==> src/hw/rtl/mvfs_pkg.sv <==
// ----------------------------------------------------------------------------
// mvfs_pkg
// Shared widths, constants and types of the motion vector frame statistics.
// ----------------------------------------------------------------------------
`default_nettype none

package mvfs_pkg;

  localparam int unsigned VEC_W         = 16;
  localparam int unsigned VEC_FRAC_BITS = 4;
  localparam int unsigned MAX_BLOCKS    = 65536;

  localparam int unsigned INTERVAL_W = 10;
  localparam int unsigned THRESH_W   = 16;
  localparam int unsigned CFG_IDX_W  = 2;
  localparam int unsigned CFG_DATA_W = 16;

  localparam int unsigned COUNT_W = 17;
  localparam int unsigned SUM_W   = 32;
  localparam int unsigned MAG_W   = 16;
  localparam int unsigned PCT_W   = 14;
  localparam int unsigned MUL_W   = 17;

  localparam logic [INTERVAL_W-1:0] INTERVAL_RESET = INTERVAL_W'(30);
  localparam logic [THRESH_W-1:0]   THRESH_RESET   = THRESH_W'((1 << VEC_FRAC_BITS) >> 1);
  localparam logic [MUL_W-1:0]      PCT_SCALE      = MUL_W'(10000);

  // register indexes of the configuration port
  localparam logic [CFG_IDX_W-1:0] REG_SAMPLE_INTERVAL  = CFG_IDX_W'(0);
  localparam logic [CFG_IDX_W-1:0] REG_MOTION_THRESHOLD = CFG_IDX_W'(1);

  // iterative unit: root and quotient steps, 1 quotient bit per step
  localparam int unsigned SQRT_STEPS = 16;
  localparam int unsigned DIV_STEPS  = 32;
  localparam int unsigned STEP_CNT_W = 5;

  typedef enum logic {
    OP_SQRT = 1'b0,
    OP_DIV  = 1'b1
  } iter_op_t;

  typedef struct packed {
    logic     start;
    iter_op_t op;
  } iter_cmd_t;

  typedef struct packed {
    logic        busy;
    logic        done;
    logic [31:0] result;
  } iter_sts_t;

endpackage

`default_nettype wire

==> src/hw/rtl/mvfs_if.sv <==
// ----------------------------------------------------------------------------
// mvfs channel interfaces
// Valid/ready channels for vectors in, frame results out and register writes.
// ----------------------------------------------------------------------------
`default_nettype none

interface mvfs_in_if;
  logic                                valid;
  logic                                ready;
  logic signed [mvfs_pkg::VEC_W-1:0]   vec_x;
  logic signed [mvfs_pkg::VEC_W-1:0]   vec_y;
  logic                                frame_end;

  modport source (output valid, output vec_x, output vec_y, output frame_end, input ready);
  modport sink   (input valid, input vec_x, input vec_y, input frame_end, output ready);
endinterface

interface mvfs_out_if;
  logic                             valid;
  logic                             ready;
  logic [mvfs_pkg::PCT_W-1:0]       moving_percent;
  logic [mvfs_pkg::MAG_W-1:0]       mean_magnitude;
  logic [mvfs_pkg::MAG_W-1:0]       peak_magnitude;
  logic [mvfs_pkg::COUNT_W-1:0]     moving_blocks;
  logic [mvfs_pkg::COUNT_W-1:0]     block_total;
  logic                             overflowed;

  modport source (output valid, output moving_percent, output mean_magnitude,
                  output peak_magnitude, output moving_blocks, output block_total,
                  output overflowed, input ready);
  modport sink   (input valid, input moving_percent, input mean_magnitude,
                  input peak_magnitude, input moving_blocks, input block_total,
                  input overflowed, output ready);
endinterface

interface mvfs_cfg_if;
  logic                               valid;
  logic                               ready;
  logic [mvfs_pkg::CFG_IDX_W-1:0]     index;
  logic [mvfs_pkg::CFG_DATA_W-1:0]    data;

  modport source (output valid, output index, output data, input ready);
  modport sink   (input valid, input index, input data, output ready);
endinterface

`default_nettype wire

==> src/hw/rtl/motion_vector_frame_stats_top.sv <==
// Flow: an unmeasured item or a dropped non-last item goes straight back to idle; a measured
//   item passes the accept cycle, the squaring of x and y, the root steps and the done cycle.
// Last item of a measured frame: then the share and mean divisions (the mean only if a block
//   moved; a dropped last block skips the root), plus any wait for the result register.
// Throughput: one item at a time, taken only in idle; in a measured frame set by the shared unit.
// Reset: synchronous, active low; registers return to defaults, statistics clear.
// ----------------------------------------------------------------------------
// motion_vector_frame_stats_top
// Per-frame motion statistics from block motion vectors, sampled frames only.
// ----------------------------------------------------------------------------
`default_nettype none

module motion_vector_frame_stats_top (
  input  wire logic  clk,
  input  wire logic  rst_n,
  mvfs_in_if.sink    in_ch,
  mvfs_out_if.source out_ch,
  mvfs_cfg_if.sink   cfg_ch
);

  typedef enum logic [7:0] {
    S_IDLE   = 8'b0000_0001,
    S_SQX    = 8'b0000_0010,
    S_SQY    = 8'b0000_0100,
    S_ROOT   = 8'b0000_1000,
    S_PCT    = 8'b0001_0000,
    S_PCT_W  = 8'b0010_0000,
    S_MEAN_W = 8'b0100_0000,
    S_OUT    = 8'b1000_0000
  } state_t;

  localparam logic [mvfs_pkg::COUNT_W-1:0] COUNT_MAX = '1;

  state_t state_r, state_nxt;

  logic [mvfs_pkg::INTERVAL_W-1:0] interval_r;
  logic [mvfs_pkg::THRESH_W-1:0]   thresh_r;

  logic [mvfs_pkg::INTERVAL_W-1:0] frame_count_r;
  logic                            mid_frame_r;
  logic                            measuring_r;
  logic [mvfs_pkg::COUNT_W-1:0]    total_r;
  logic [mvfs_pkg::COUNT_W-1:0]    moving_r;
  logic [mvfs_pkg::SUM_W-1:0]      mag_sum_r;
  logic [mvfs_pkg::MAG_W-1:0]      peak_r;
  logic                            ovf_r;
  logic                            last_r;
  logic [mvfs_pkg::VEC_W-1:0]      ax_r;
  logic [mvfs_pkg::VEC_W-1:0]      ay_r;
  logic [31:0]                     sq_r;
  logic [mvfs_pkg::PCT_W-1:0]      pct_r;
  logic [mvfs_pkg::MAG_W-1:0]      mean_r;

  logic                            out_valid_r;
  logic [mvfs_pkg::PCT_W-1:0]      out_pct_r;
  logic [mvfs_pkg::MAG_W-1:0]      out_mean_r;
  logic [mvfs_pkg::MAG_W-1:0]      out_peak_r;
  logic [mvfs_pkg::COUNT_W-1:0]    out_moving_r;
  logic [mvfs_pkg::COUNT_W-1:0]    out_total_r;
  logic                            out_ovf_r;

  // accept-time frame logic
  logic                            in_acc;
  logic                            frame_start;
  logic [mvfs_pkg::INTERVAL_W-1:0] fc_inc;
  logic                            meas_new;
  logic                            meas_now;
  logic [mvfs_pkg::COUNT_W-1:0]    total_eff;
  logic                            full;
  logic [mvfs_pkg::VEC_W-1:0]      abs_x;
  logic [mvfs_pkg::VEC_W-1:0]      abs_y;

  // shared multiplier and iterative unit
  logic [mvfs_pkg::MUL_W-1:0]      mul_a;
  logic [mvfs_pkg::MUL_W-1:0]      mul_b;
  logic [2*mvfs_pkg::MUL_W-1:0]    mul_p;
  mvfs_pkg::iter_cmd_t             it_cmd;
  mvfs_pkg::iter_sts_t             it_sts;
  logic [31:0]                     it_a;
  logic [mvfs_pkg::COUNT_W-1:0]    it_b;

  logic [mvfs_pkg::MAG_W-1:0]      mag;
  logic [mvfs_pkg::SUM_W:0]        sum_ext;
  logic                            out_free;

  assign in_ch.ready  = (state_r == S_IDLE);
  assign cfg_ch.ready = 1'b1;
  assign in_acc       = in_ch.valid && in_ch.ready;
  assign out_free     = !out_valid_r || out_ch.ready;

  always_comb begin
    frame_start = !mid_frame_r;
    fc_inc      = frame_count_r + 1'b1;
    meas_new    = (fc_inc >= interval_r);
    meas_now    = frame_start ? meas_new : measuring_r;
    total_eff   = frame_start ? '0 : total_r;
    full        = ({15'd0, total_eff} >= 32'(mvfs_pkg::MAX_BLOCKS));
    abs_x       = in_ch.vec_x[mvfs_pkg::VEC_W-1] ? (~in_ch.vec_x + 1'b1) : in_ch.vec_x;
    abs_y       = in_ch.vec_y[mvfs_pkg::VEC_W-1] ? (~in_ch.vec_y + 1'b1) : in_ch.vec_y;
    mag         = it_sts.result[mvfs_pkg::MAG_W-1:0];
    sum_ext     = {1'b0, mag_sum_r} + {{(mvfs_pkg::SUM_W+1-mvfs_pkg::MAG_W){1'b0}}, mag};
  end

  // operand selection for the multiplier and iterative unit, and next-state logic
  always_comb begin
    mul_a     = {1'b0, ax_r};
    mul_b     = {1'b0, ax_r};
    it_cmd    = '{start: 1'b0, op: mvfs_pkg::OP_SQRT};
    it_a      = sq_r + mul_p[31:0];
    it_b      = total_r;
    state_nxt = state_r;
    case (state_r)
      S_IDLE: begin
        if (in_acc) begin
          if (!meas_now) begin
            state_nxt = S_IDLE;
          end else if (full) begin
            state_nxt = in_ch.frame_end ? S_PCT : S_IDLE;
          end else begin
            state_nxt = S_SQX;
          end
        end
      end
      S_SQX: begin
        state_nxt = S_SQY;
      end
      S_SQY: begin
        mul_a     = {1'b0, ay_r};
        mul_b     = {1'b0, ay_r};
        it_cmd    = '{start: 1'b1, op: mvfs_pkg::OP_SQRT};
        state_nxt = S_ROOT;
      end
      S_ROOT: begin
        if (it_sts.done) begin
          state_nxt = last_r ? S_PCT : S_IDLE;
        end
      end
      S_PCT: begin
        mul_a = moving_r;
        mul_b = mvfs_pkg::PCT_SCALE;
        it_a  = mul_p[31:0];
        if (total_r != '0) begin
          it_cmd    = '{start: 1'b1, op: mvfs_pkg::OP_DIV};
          state_nxt = S_PCT_W;
        end else begin
          state_nxt = S_OUT;
        end
      end
      S_PCT_W: begin
        it_a = mag_sum_r;
        it_b = moving_r;
        if (it_sts.done) begin
          if (moving_r != '0) begin
            it_cmd    = '{start: 1'b1, op: mvfs_pkg::OP_DIV};
            state_nxt = S_MEAN_W;
          end else begin
            state_nxt = S_OUT;
          end
        end
      end
      S_MEAN_W: begin
        if (it_sts.done) begin
          state_nxt = S_OUT;
        end
      end
      S_OUT: begin
        if (out_free) begin
          state_nxt = S_IDLE;
        end
      end
      default: begin
        state_nxt = S_IDLE;
      end
    endcase
  end

  assign mul_p = mul_a * mul_b;

  mvfs_iter_unit u_iter (
    .clk    (clk),
    .rst_n  (rst_n),
    .cmd    (it_cmd),
    .opnd_a (it_a),
    .opnd_b (it_b),
    .sts    (it_sts)
  );

  always_ff @(posedge clk) begin
    if (!rst_n) begin
      state_r       <= S_IDLE;
      interval_r    <= mvfs_pkg::INTERVAL_RESET;
      thresh_r      <= mvfs_pkg::THRESH_RESET;
      frame_count_r <= '0;
      mid_frame_r   <= 1'b0;
      measuring_r   <= 1'b0;
      total_r       <= '0;
      moving_r      <= '0;
      mag_sum_r     <= '0;
      peak_r        <= '0;
      ovf_r         <= 1'b0;
      out_valid_r   <= 1'b0;
    end else begin
      state_r <= state_nxt;

      if (cfg_ch.valid) begin
        case (cfg_ch.index)
          mvfs_pkg::REG_SAMPLE_INTERVAL:  interval_r <= cfg_ch.data[mvfs_pkg::INTERVAL_W-1:0];
          mvfs_pkg::REG_MOTION_THRESHOLD: thresh_r   <= cfg_ch.data[mvfs_pkg::THRESH_W-1:0];
          default: ;
        endcase
      end

      // a new result item in S_OUT takes the register over instead
      if (out_valid_r && out_ch.ready && (state_r != S_OUT)) begin
        out_valid_r <= 1'b0;
      end

      case (state_r)
        S_IDLE: begin
          if (in_acc) begin
            if (frame_start) begin
              frame_count_r <= meas_new ? '0 : fc_inc;
              measuring_r   <= meas_new;
              total_r       <= '0;
              moving_r      <= '0;
              mag_sum_r     <= '0;
              peak_r        <= '0;
              ovf_r         <= 1'b0;
            end
            mid_frame_r <= !in_ch.frame_end;
            last_r      <= in_ch.frame_end;
            ax_r        <= abs_x;
            ay_r        <= abs_y;
            // a block past the limit is dropped but still flags the frame
            if (meas_now && full) begin
              ovf_r <= 1'b1;
            end
          end
        end
        S_SQX: begin
          sq_r <= mul_p[31:0];
        end
        S_ROOT: begin
          if (it_sts.done) begin
            if (total_r != COUNT_MAX) begin
              total_r <= total_r + 1'b1;
            end
            if (mag >= thresh_r) begin
              if (moving_r != COUNT_MAX) begin
                moving_r <= moving_r + 1'b1;
              end
              mag_sum_r <= sum_ext[mvfs_pkg::SUM_W] ? '1 : sum_ext[mvfs_pkg::SUM_W-1:0];
              if (mag > peak_r) begin
                peak_r <= mag;
              end
            end
          end
        end
        S_PCT: begin
          pct_r  <= '0;
          mean_r <= '0;
        end
        S_PCT_W: begin
          if (it_sts.done) begin
            pct_r <= it_sts.result[mvfs_pkg::PCT_W-1:0];
          end
        end
        S_MEAN_W: begin
          if (it_sts.done) begin
            mean_r <= it_sts.result[mvfs_pkg::MAG_W-1:0];
          end
        end
        S_OUT: begin
          if (out_free) begin
            out_valid_r  <= 1'b1;
            out_pct_r    <= pct_r;
            out_mean_r   <= mean_r;
            out_peak_r   <= peak_r;
            out_moving_r <= moving_r;
            out_total_r  <= total_r;
            out_ovf_r    <= ovf_r;
          end
        end
        default: ;
      endcase
    end
  end

  assign out_ch.valid          = out_valid_r;
  assign out_ch.moving_percent = out_pct_r;
  assign out_ch.mean_magnitude = out_mean_r;
  assign out_ch.peak_magnitude = out_peak_r;
  assign out_ch.moving_blocks  = out_moving_r;
  assign out_ch.block_total    = out_total_r;
  assign out_ch.overflowed     = out_ovf_r;

endmodule

`default_nettype wire

==> src/hw/rtl/mvfs_iter_unit.sv <==
// ----------------------------------------------------------------------------
// mvfs_iter_unit
// Shared shift/subtract unit: floor square root (16 steps) or unsigned
// division of a 32-bit dividend by a 17-bit divisor (32 steps).
// ----------------------------------------------------------------------------
`default_nettype none

module mvfs_iter_unit (
  input  wire logic                          clk,
  input  wire logic                          rst_n,
  input  wire mvfs_pkg::iter_cmd_t           cmd,
  input  wire logic [31:0]                   opnd_a,
  input  wire logic [mvfs_pkg::COUNT_W-1:0]  opnd_b,
  output mvfs_pkg::iter_sts_t                sts
);

  logic                                busy_r;
  logic                                done_r;
  mvfs_pkg::iter_op_t                  op_r;
  logic [mvfs_pkg::STEP_CNT_W-1:0]     cnt_r;
  logic [31:0]                         acc_r;   // radicand rest / dividend-quotient
  logic [31:0]                         work_r;  // root / partial remainder
  logic [mvfs_pkg::COUNT_W-1:0]        dvs_r;

  logic [31:0] bit_v;
  logic [31:0] root_sum;
  logic [32:0] sub_a;
  logic [32:0] sub_b;
  logic [32:0] diff;
  logic        ge;

  always_comb begin
    bit_v    = 32'd1 << {cnt_r[3:0], 1'b0};
    root_sum = work_r + bit_v;
    if (op_r == mvfs_pkg::OP_SQRT) begin
      sub_a = {1'b0, acc_r};
      sub_b = {1'b0, root_sum};
    end else begin
      // remainder stays below the divisor, so 18 bits after the shift
      sub_a = {14'd0, work_r[17:0], acc_r[31]};
      sub_b = {16'd0, dvs_r};
    end
    diff = sub_a - sub_b;
    ge   = ~diff[32];
  end

  always_ff @(posedge clk) begin
    if (!rst_n) begin
      busy_r <= 1'b0;
      done_r <= 1'b0;
    end else begin
      done_r <= 1'b0;
      if (cmd.start && !busy_r) begin
        busy_r <= 1'b1;
        op_r   <= cmd.op;
        cnt_r  <= (cmd.op == mvfs_pkg::OP_SQRT) ?
                  mvfs_pkg::STEP_CNT_W'(mvfs_pkg::SQRT_STEPS - 1) :
                  mvfs_pkg::STEP_CNT_W'(mvfs_pkg::DIV_STEPS - 1);
        acc_r  <= opnd_a;
        work_r <= '0;
        dvs_r  <= opnd_b;
      end else if (busy_r) begin
        if (op_r == mvfs_pkg::OP_SQRT) begin
          if (ge) begin
            acc_r  <= diff[31:0];
            work_r <= (work_r >> 1) + bit_v;
          end else begin
            work_r <= work_r >> 1;
          end
        end else begin
          work_r <= ge ? {14'd0, diff[17:0]} : {14'd0, sub_a[17:0]};
          acc_r  <= {acc_r[30:0], ge};
        end
        cnt_r <= cnt_r - 1'b1;
        if (cnt_r == '0) begin
          busy_r <= 1'b0;
          done_r <= 1'b1;
        end
      end
    end
  end

  always_comb begin
    sts.busy   = busy_r;
    sts.done   = done_r;
    sts.result = (op_r == mvfs_pkg::OP_SQRT) ? work_r : acc_r;
  end

endmodule

`default_nettype wire

==> src/flat_wrapper.sv <==
// flat-port wrapper written by rule: the top's interface ports become plain ports
module motion_vector_frame_stats_top_flat 
  (clk, rst_n, in_ch_valid, in_ch_vec_x, in_ch_vec_y, in_ch_frame_end, in_ch_ready, out_ch_valid, out_ch_moving_percent, out_ch_mean_magnitude, out_ch_peak_magnitude, out_ch_moving_blocks, out_ch_block_total, out_ch_overflowed, out_ch_ready, cfg_ch_valid, cfg_ch_index, cfg_ch_data, cfg_ch_ready);
  mvfs_in_if in_ch_i ();
  mvfs_out_if out_ch_i ();
  mvfs_cfg_if cfg_ch_i ();
  input  wire logic clk;
  input  wire logic rst_n;
  input wire logic [$bits(in_ch_i.valid)-1:0] in_ch_valid;
  input wire logic [$bits(in_ch_i.vec_x)-1:0] in_ch_vec_x;
  input wire logic [$bits(in_ch_i.vec_y)-1:0] in_ch_vec_y;
  input wire logic [$bits(in_ch_i.frame_end)-1:0] in_ch_frame_end;
  output wire logic [$bits(in_ch_i.ready)-1:0] in_ch_ready;
  output wire logic [$bits(out_ch_i.valid)-1:0] out_ch_valid;
  output wire logic [$bits(out_ch_i.moving_percent)-1:0] out_ch_moving_percent;
  output wire logic [$bits(out_ch_i.mean_magnitude)-1:0] out_ch_mean_magnitude;
  output wire logic [$bits(out_ch_i.peak_magnitude)-1:0] out_ch_peak_magnitude;
  output wire logic [$bits(out_ch_i.moving_blocks)-1:0] out_ch_moving_blocks;
  output wire logic [$bits(out_ch_i.block_total)-1:0] out_ch_block_total;
  output wire logic [$bits(out_ch_i.overflowed)-1:0] out_ch_overflowed;
  input wire logic [$bits(out_ch_i.ready)-1:0] out_ch_ready;
  input wire logic [$bits(cfg_ch_i.valid)-1:0] cfg_ch_valid;
  input wire logic [$bits(cfg_ch_i.index)-1:0] cfg_ch_index;
  input wire logic [$bits(cfg_ch_i.data)-1:0] cfg_ch_data;
  output wire logic [$bits(cfg_ch_i.ready)-1:0] cfg_ch_ready;
  assign in_ch_i.valid = in_ch_valid;
  assign in_ch_i.vec_x = in_ch_vec_x;
  assign in_ch_i.vec_y = in_ch_vec_y;
  assign in_ch_i.frame_end = in_ch_frame_end;
  assign in_ch_ready = in_ch_i.ready;
  assign out_ch_valid = out_ch_i.valid;
  assign out_ch_moving_percent = out_ch_i.moving_percent;
  assign out_ch_mean_magnitude = out_ch_i.mean_magnitude;
  assign out_ch_peak_magnitude = out_ch_i.peak_magnitude;
  assign out_ch_moving_blocks = out_ch_i.moving_blocks;
  assign out_ch_block_total = out_ch_i.block_total;
  assign out_ch_overflowed = out_ch_i.overflowed;
  assign out_ch_i.ready = out_ch_ready;
  assign cfg_ch_i.valid = cfg_ch_valid;
  assign cfg_ch_i.index = cfg_ch_index;
  assign cfg_ch_i.data = cfg_ch_data;
  assign cfg_ch_ready = cfg_ch_i.ready;
  motion_vector_frame_stats_top u_core (.clk(clk), .rst_n(rst_n), .in_ch(in_ch_i), .out_ch(out_ch_i), .cfg_ch(cfg_ch_i));
endmodule
==> config.mk <==
export PLATFORM = sky130hd
export DESIGN_NAME = motion_vector_frame_stats_top_flat
export DESIGN_NICKNAME = d
export VERILOG_FILES = /design/src/hw/rtl/mvfs_pkg.sv /design/src/hw/rtl/mvfs_if.sv /design/src/hw/rtl/motion_vector_frame_stats_top.sv /design/src/hw/rtl/mvfs_iter_unit.sv /design/src/flat_wrapper.sv
export SDC_FILE = /design/constraint.sdc
export NUM_CORES = 2
export LEC_CHECK = 0
export ABC_AREA = 1
export BUFFER_PORTS_ARGS = -buffer_cell sky130_fd_sc_hd__buf_4
export CORE_MARGIN = 1.5
export CORE_UTILIZATION = 64
export CTS_BUF_LIST = sky130_fd_sc_hd__clkbuf_16
export DETAILED_ROUTE_END_ITERATION = 7
export PLACE_DENSITY = 0.87
export SLEW_MARGIN = 20
export SYNTH_ARGS = -nofsm -noshare
export SYNTH_HDL_FRONTEND = slang
export SYNTH_SLANG_ARGS = --single-unit
export TNS_END_PERCENT = 20
==> constraint.sdc <==
create_clock -name clk -period 11.1 [get_ports clk]
set_clock_uncertainty 0.1 [all_clocks]
set_input_delay 1.665 -clock clk [delete_from_list [all_inputs] [get_ports clk]]
set_output_delay 1.665 -clock clk [all_outputs]
set_load 0.02 [all_outputs]
# Word-level counts from Yosys, hierarchy flattened
# Index checks and enable logic that the tools add are counted.
# W data, S select, Z words.
dict set report word_totals {
  register_bits 395
  word_cells 190
  output_inout_bits 84
  in_bits 56
}
dict set report classes {
  shifts 1
  n_reduce_logical 36
  bitwise 6
  n_mux 74
  multipliers 1
  n_lt_le_gt_ge 4
  add_sub_neg 11
  n_eq_ne 24
}
# cell n
set ops {}
lappend ops {{$mux W32} 14}
lappend ops {{$mux W17} 10}
lappend ops {{$pmux W32 S2} 2}
lappend ops {{$mux W16} 7}
lappend ops {{$pmux W17 S2} 3}
lappend ops {{$pmux W16 S2} 3}
lappend ops {{$mux W8} 9}
lappend ops {{$add A32 B32 Y32} 2}
lappend ops {{$pmux W8 S8} 1}
lappend ops {{$add A17 B1 Y17 const B} 2}
lappend ops {{$ne A17 B17 Y1 const B} 2}
lappend ops {{$reduce_bool A17 Y1} 2}
lappend ops {{$add A32 B16 Y33} 1}
lappend ops {{$sub A33 B33 Y33} 1}
lappend ops {{$add A16 B1 Y16 const B} 2}
lappend ops {{$add A31 B32 Y32} 1}
lappend ops {{$mul A17 B16 Y32} 1}
lappend ops {{$not A16 Y16} 2}
lappend ops {{$shl A1 B5 Y32 const A} 1}
lappend ops {{$mux W15} 2}
lappend ops {{$pmux W14 S2} 1}
lappend ops {{$mux W5} 5}
lappend ops {{$reduce_and A3 Y1} 7}
lappend ops {{$mux W18} 1}
lappend ops {{36 further kinds} 75}

# Depth between registers and ports, before layout
dict set report logic_depth {
  depth_word 8
  depth_mapped 51
  ltp_nobuf 50
}

# Cells and area by module
# From an unflattened synthesis, not the netlist that was laid out.
dict set report unflattened {
  hier_cells 5186
  area_unflattened_um2 37848.8
}
# module seq_area_each_um2 area_each_um2 cells_each instances
set by_module_without_submodules {}
lappend by_module_without_submodules {motion_vector_frame_stats_top 7887.6 27393.8 3562 1}
lappend by_module_without_submodules {mvfs_iter_unit 2652.5 10455.0 1624 1}

# Worst setup path after synthesis
# No wires, ideal clock.
dict set report synth_path {
  path_kind {in2reg}
  from {input rst_n}
  to {register u_core.out_total_r, in the netlist u_core.out_ch.block_total[0], enable pin}
  n_path_buf 1
  cell_stages 3
  t_required_ns 10.380
  path_slack_ns 2.845
  setup_ns 0.620
  t_arrival_ns 7.535
  cell_sequence {clkinv_1 > clkbuf_1 > nor3_1}
}
dict set report synth_between {
  elab_chain_cells 1
}
# item line_no
set synth_rtl {}
lappend synth_rtl {{start, declared} flat_wrapper.sv:8} ;# input wire logic rst_n;
lappend synth_rtl {{$reduce_and A3 Y1 (no line)} n/a}
lappend synth_rtl {{end signal, assigned} motion_vector_frame_stats_top.sv:280} ;# out_total_r <= total_r;
lappend synth_rtl {{end, declared} motion_vector_frame_stats_top.sv:59} ;# logic [mvfs_pkg::COUNT_W-1:0] out_total_r;
# No other way between the ends.
# A chain may end at the register's enable or synchronous reset.

# Final worst setup path
dict set report layout_path {
  from {register u_core.state_r[3]}
  to {register u_core.u_iter.acc_r[31], data pin}
}
dict set report layout_between {
  elab_chain_cells 6
  elab_cells_between_ends 11
}
# item line_no
set layout_rtl {}
lappend layout_rtl {{start, declared} motion_vector_frame_stats_top.sv:34} ;# state_t state_r, state_nxt;
lappend layout_rtl {{start signal, assigned} motion_vector_frame_stats_top.sv:203} ;# state_r <= state_nxt;
lappend layout_rtl {{$eq A8 B5 Y1 or $eq A8 B3 Y1 (tied branches)} motion_vector_frame_stats_top.sv:112} ;# case (state_r)
lappend layout_rtl {{$pmux W17 S2 or $pmux W16 S2 (tied branches)} motion_vector_frame_stats_top.sv:112}
lappend layout_rtl {{$mul A17 B16 Y32 (*)} motion_vector_frame_stats_top.sv:177} ;# assign mul_p = mul_a * mul_b;
lappend layout_rtl {{named net u_core.mul_p (one bit)} motion_vector_frame_stats_top.sv:76} ;# logic [2*mvfs_pkg::MUL_W-1:0] mul_p;
lappend layout_rtl {{$add A32 B32 Y32 (*)} motion_vector_frame_stats_top.sv:109} ;# it_a = sq_r + mul_p[31:0];
lappend layout_rtl {{$pmux W32 S2 (*)} motion_vector_frame_stats_top.sv:112}
lappend layout_rtl {{$mux W32 (*)} mvfs_iter_unit.sv:53} ;# if (cmd.start && !busy_r) begin
lappend layout_rtl {{end signal, assigned} mvfs_iter_unit.sv:59} ;# acc_r <= opnd_a;
lappend layout_rtl {{end signal, assigned} mvfs_iter_unit.sv:65} ;# acc_r <= diff[31:0];
lappend layout_rtl {{end signal, assigned} mvfs_iter_unit.sv:72} ;# acc_r <= {acc_r[30:0], ge};
lappend layout_rtl {{end, declared} mvfs_iter_unit.sv:21} ;# logic [31:0] acc_r;
# Mark *: on every way through the listed nets, which the timed path passes. The rest lies on a longest branch.

==> results.md <==
* Die height at 242.8 um
* Initial Util at 65.02%
* TritonCTS buffer count at 45
* Cell variety after synth at 64
* Slowest library cell on the worst path: a21oi_2
* Period Utilization, post-route at 87.08%
* Critical Path RT at 11.36 ns
* Slew @ Worst Pin at 1.203 ns
* Die Width at 242.8 um
* Clk sinks at 395
* Wirelength per Cell at 20.30 um
* RSZ-0062 raised after global routing: no
* Synth top area cells: edfxtp_1, nand2_1, fa_1, ha_1, inv_1
* First DRT Iteration DRCs at 3,532
* Met2 GRT Util at 67.52%
* CP max stage delay at 0.64 ns
* Vias in the first global route at 34,314
* Final TNS setup at 0 ns
* Outcome: complete, no violations
* Worst Setup Slack, final at 1.434 ns
* Clk_lat worst skew at 0.61 ns
* Pre-Repair DR Iteration Count at 8
* Setup Viol. Count Final at 0
* First-pass GRT wire length at 187,200 um
* Most Crowded Layer GR: met2
* Max cap viols at 0
* CTS Root Cell: clkbuf_16
* Nature of the critical path startpoint: flip-flop
* Post-synth EDFFs at 263
* Largest net degree at the start of global routing at 106
* Nets at 5,690
* Die ar. at 58,960 um^2
* Hold-fix buffers, CTS at 0
* Clock transition at the registers of the reported paths at 0.07 ns
* Max Slew Vio Count at 0
* WL final at 120,700 um
* H-tree levels at 2
* FP Rows at 87
* Top_reg_cell synth: edfxtp_1
* Via count at 35,192
* Worst hold path class: flip-flop to flip-flop
* Async set-or-reset flop fraction in the synthesized netlist at 0%
* Hold Vio Cnt, Final at 0
* Crit path arrival time at 9.93 ns
* Mean Syn Cell Area at 7.284 um^2
* Worst Setup End Kind: flip-flop
* YS warnings at 0
* Antenna violations before repair at 3
* Placed cells at 5,862
* ANT nets after route at 0
* Sequential share of the synthesized area at 28.64%
* Post_cts resized at 0
* CTS tree: done
* Post-layout util at 70.71%
* Place WS at 1.574 ns
* Finished Layout Cells at 5,947
* Post-synthesis cell count at 5,053
* Core Area at 56,600 um^2
* Synthesis-to-layout area growth at 8.740%
* Max FO, Critical Path at 12
* FF+latch count, synth at 395
* Period minus WS final at 9.666 ns
* Detail-routed via count per cell at 5.918
* Global route overflow at 0
* Post-synth top area share at 21.46%
* Bufs on Longest Clock Path at 3
* Final GP Congestion at 1.021
* Port buffer count at 138
* GR Layer Usage met1 at 51.20%
* Most numerous cell on the critical path: nand2_1
* Post-DP HPWL at 94,530 um
* Area leader, netlist: edfxtp_1
* All-layer global routing usage at 40.52%
* Cell area after synthesis at 36,810 um^2
* Fmax at 0.1035 GHz
* IO Count at 140
* Layout cells sized above 1 at 6.532%
* Slew margin rel. at 19.27%
* Post CTS Setup Buffer Count at 0
* FILL cells at 4,670
* Grt met3 use at 7.077%
* CP Class: flip-flop to flip-flop
* DR DRC count at 0
-- registers in the layout (all words and copies together) (netlist names), 17 cells and up --
signal	count
u_core.u_iter.work_r	32
u_core.out_ch.block_total	17
u_core.sq_r	32
u_core.u_iter.dvs_r	17
u_core.out_ch.moving_blocks	17
u_core.total_r	17
u_core.moving_r	17
u_core.mag_sum_r	32
u_core.u_iter.acc_r	32
-- cells in the mapped netlist, types with 69 or more instances --
| library cell | instances |
|---|---|
| a21oi_1 | 304 |
| nor3_1 | 69 |
| xor2_1 | 76 |
| inv_1 | 778 |
| ha_1 | 271 |
| nand3_1 | 331 |
| nor2_1 | 544 |
| edfxtp_1 | 263 |
| nand2_1 | 1296 |
| dfxtp_1 | 132 |
| fa_1 | 210 |
| o21ai_0 | 256 |
-- final timing paths --
path / end / cells past startpoint / start / slack, ns
setup / recovery: u_core.u_iter.acc_r[31]$_DFFE_PP_ / 46 / u_core.state_r[3]$_SDFFE_PN0P_ / 1.43
hold / removal: u_core.out_ch.moving_percent[5]$_DFFE_PP_ / 0 / u_core.pct_r[5]$_SDFFCE_PP0P_ / 0.32
setup reg to reg: u_core.u_iter.acc_r[31]$_DFFE_PP_ / 46 / u_core.state_r[3]$_SDFFE_PN0P_ / 1.43
hold reg to reg: u_core.out_ch.moving_percent[5]$_DFFE_PP_ / 0 / u_core.pct_r[5]$_SDFFCE_PP0P_ / 0.32
-- layout by cell type, fill, tap and decap left out, types with 7 or more instances in the layout --
cell type / instances
xnor2_1: 38
a22oi_1: 9
clkbuf_16: 45
o211ai_1: 21
nor3_1: 67
buf_4: 168
nor4_1: 24
nand2_1: 1296
o21a_1: 10
edfxtp_1: 263
nand3b_1: 28
dfxtp_1: 132
o21bai_1: 18
nand3_1: 331
a21o_1: 16
clkinv_1: 15
fa_1: 210
xor2_1: 76
a211oi_1: 7
or2_2: 26
and2_1: 13
a21oi_1: 304
ha_1: 271
o21ai_1: 9
o21ai_0: 253
nand2_2: 10
inv_1: 787
nand4_1: 58
nor2_1: 542
a21oi_2: 13
nor2_2: 8
inv_2: 29
conb_1: 11
-- final cells by class --
type	instances	area, um^2	share of cell area (%)
sequential	395	10540	26.33
multi-input combinational	3728	22670	56.65
clock buffer	45	1126	2.814
antenna	1	2.502	0.006252
clock inverter	39	409.1	1.022
tap	756	945.9	2.363
inverter	815	3064	7.656
timing repair buffer	168	1261	3.151
-- kinds of logic after synthesis --
group,Yosys count,share of synthesized area [%]
xor gates and xnor gates,114,2.713
other,2,0.02040
adders and majority gates,481,20.63
buffers and inverters,939,9.947
DFF,395,28.64
muxes,1,0.02720
AOI/OAI and AO/OA,697,10.44
and+or+nand+nor,2424,27.58
-- through the flow --
step / area [um^2] / hold slack, ns
after floorplan: 36840 / 0.3003
final: 40020 / 0.3200
after global routing: 40020 / 0.3254
after global placement: 38490 / 0.3010
after CTS: 40020 / 0.3212
after detailed placement: 38490 / 0.3045
-- per-layer routing --
metal / vias up / share of wire, %
met5: - / 0.014
met4: 2 / 5.5
met3: 399 / 9.6
met2: 1909 / 47
met1: 16372 / 38
li1: 16510 / -
-- worst max-delay path: cells and delay by family (launching register included) --
family                     cells  cell delay [ns]
AOI/OAI and AO/OA              1             0.64
adders and majority gates      8             3.86
buffers and inverters         10             1.02
DFF                            1             0.32
and+or+nand+nor               27             3.46
Power is left out: the tool's default activity adds up to more than one toggle a clock period on the data nets, which glitch-free logic cannot reach.
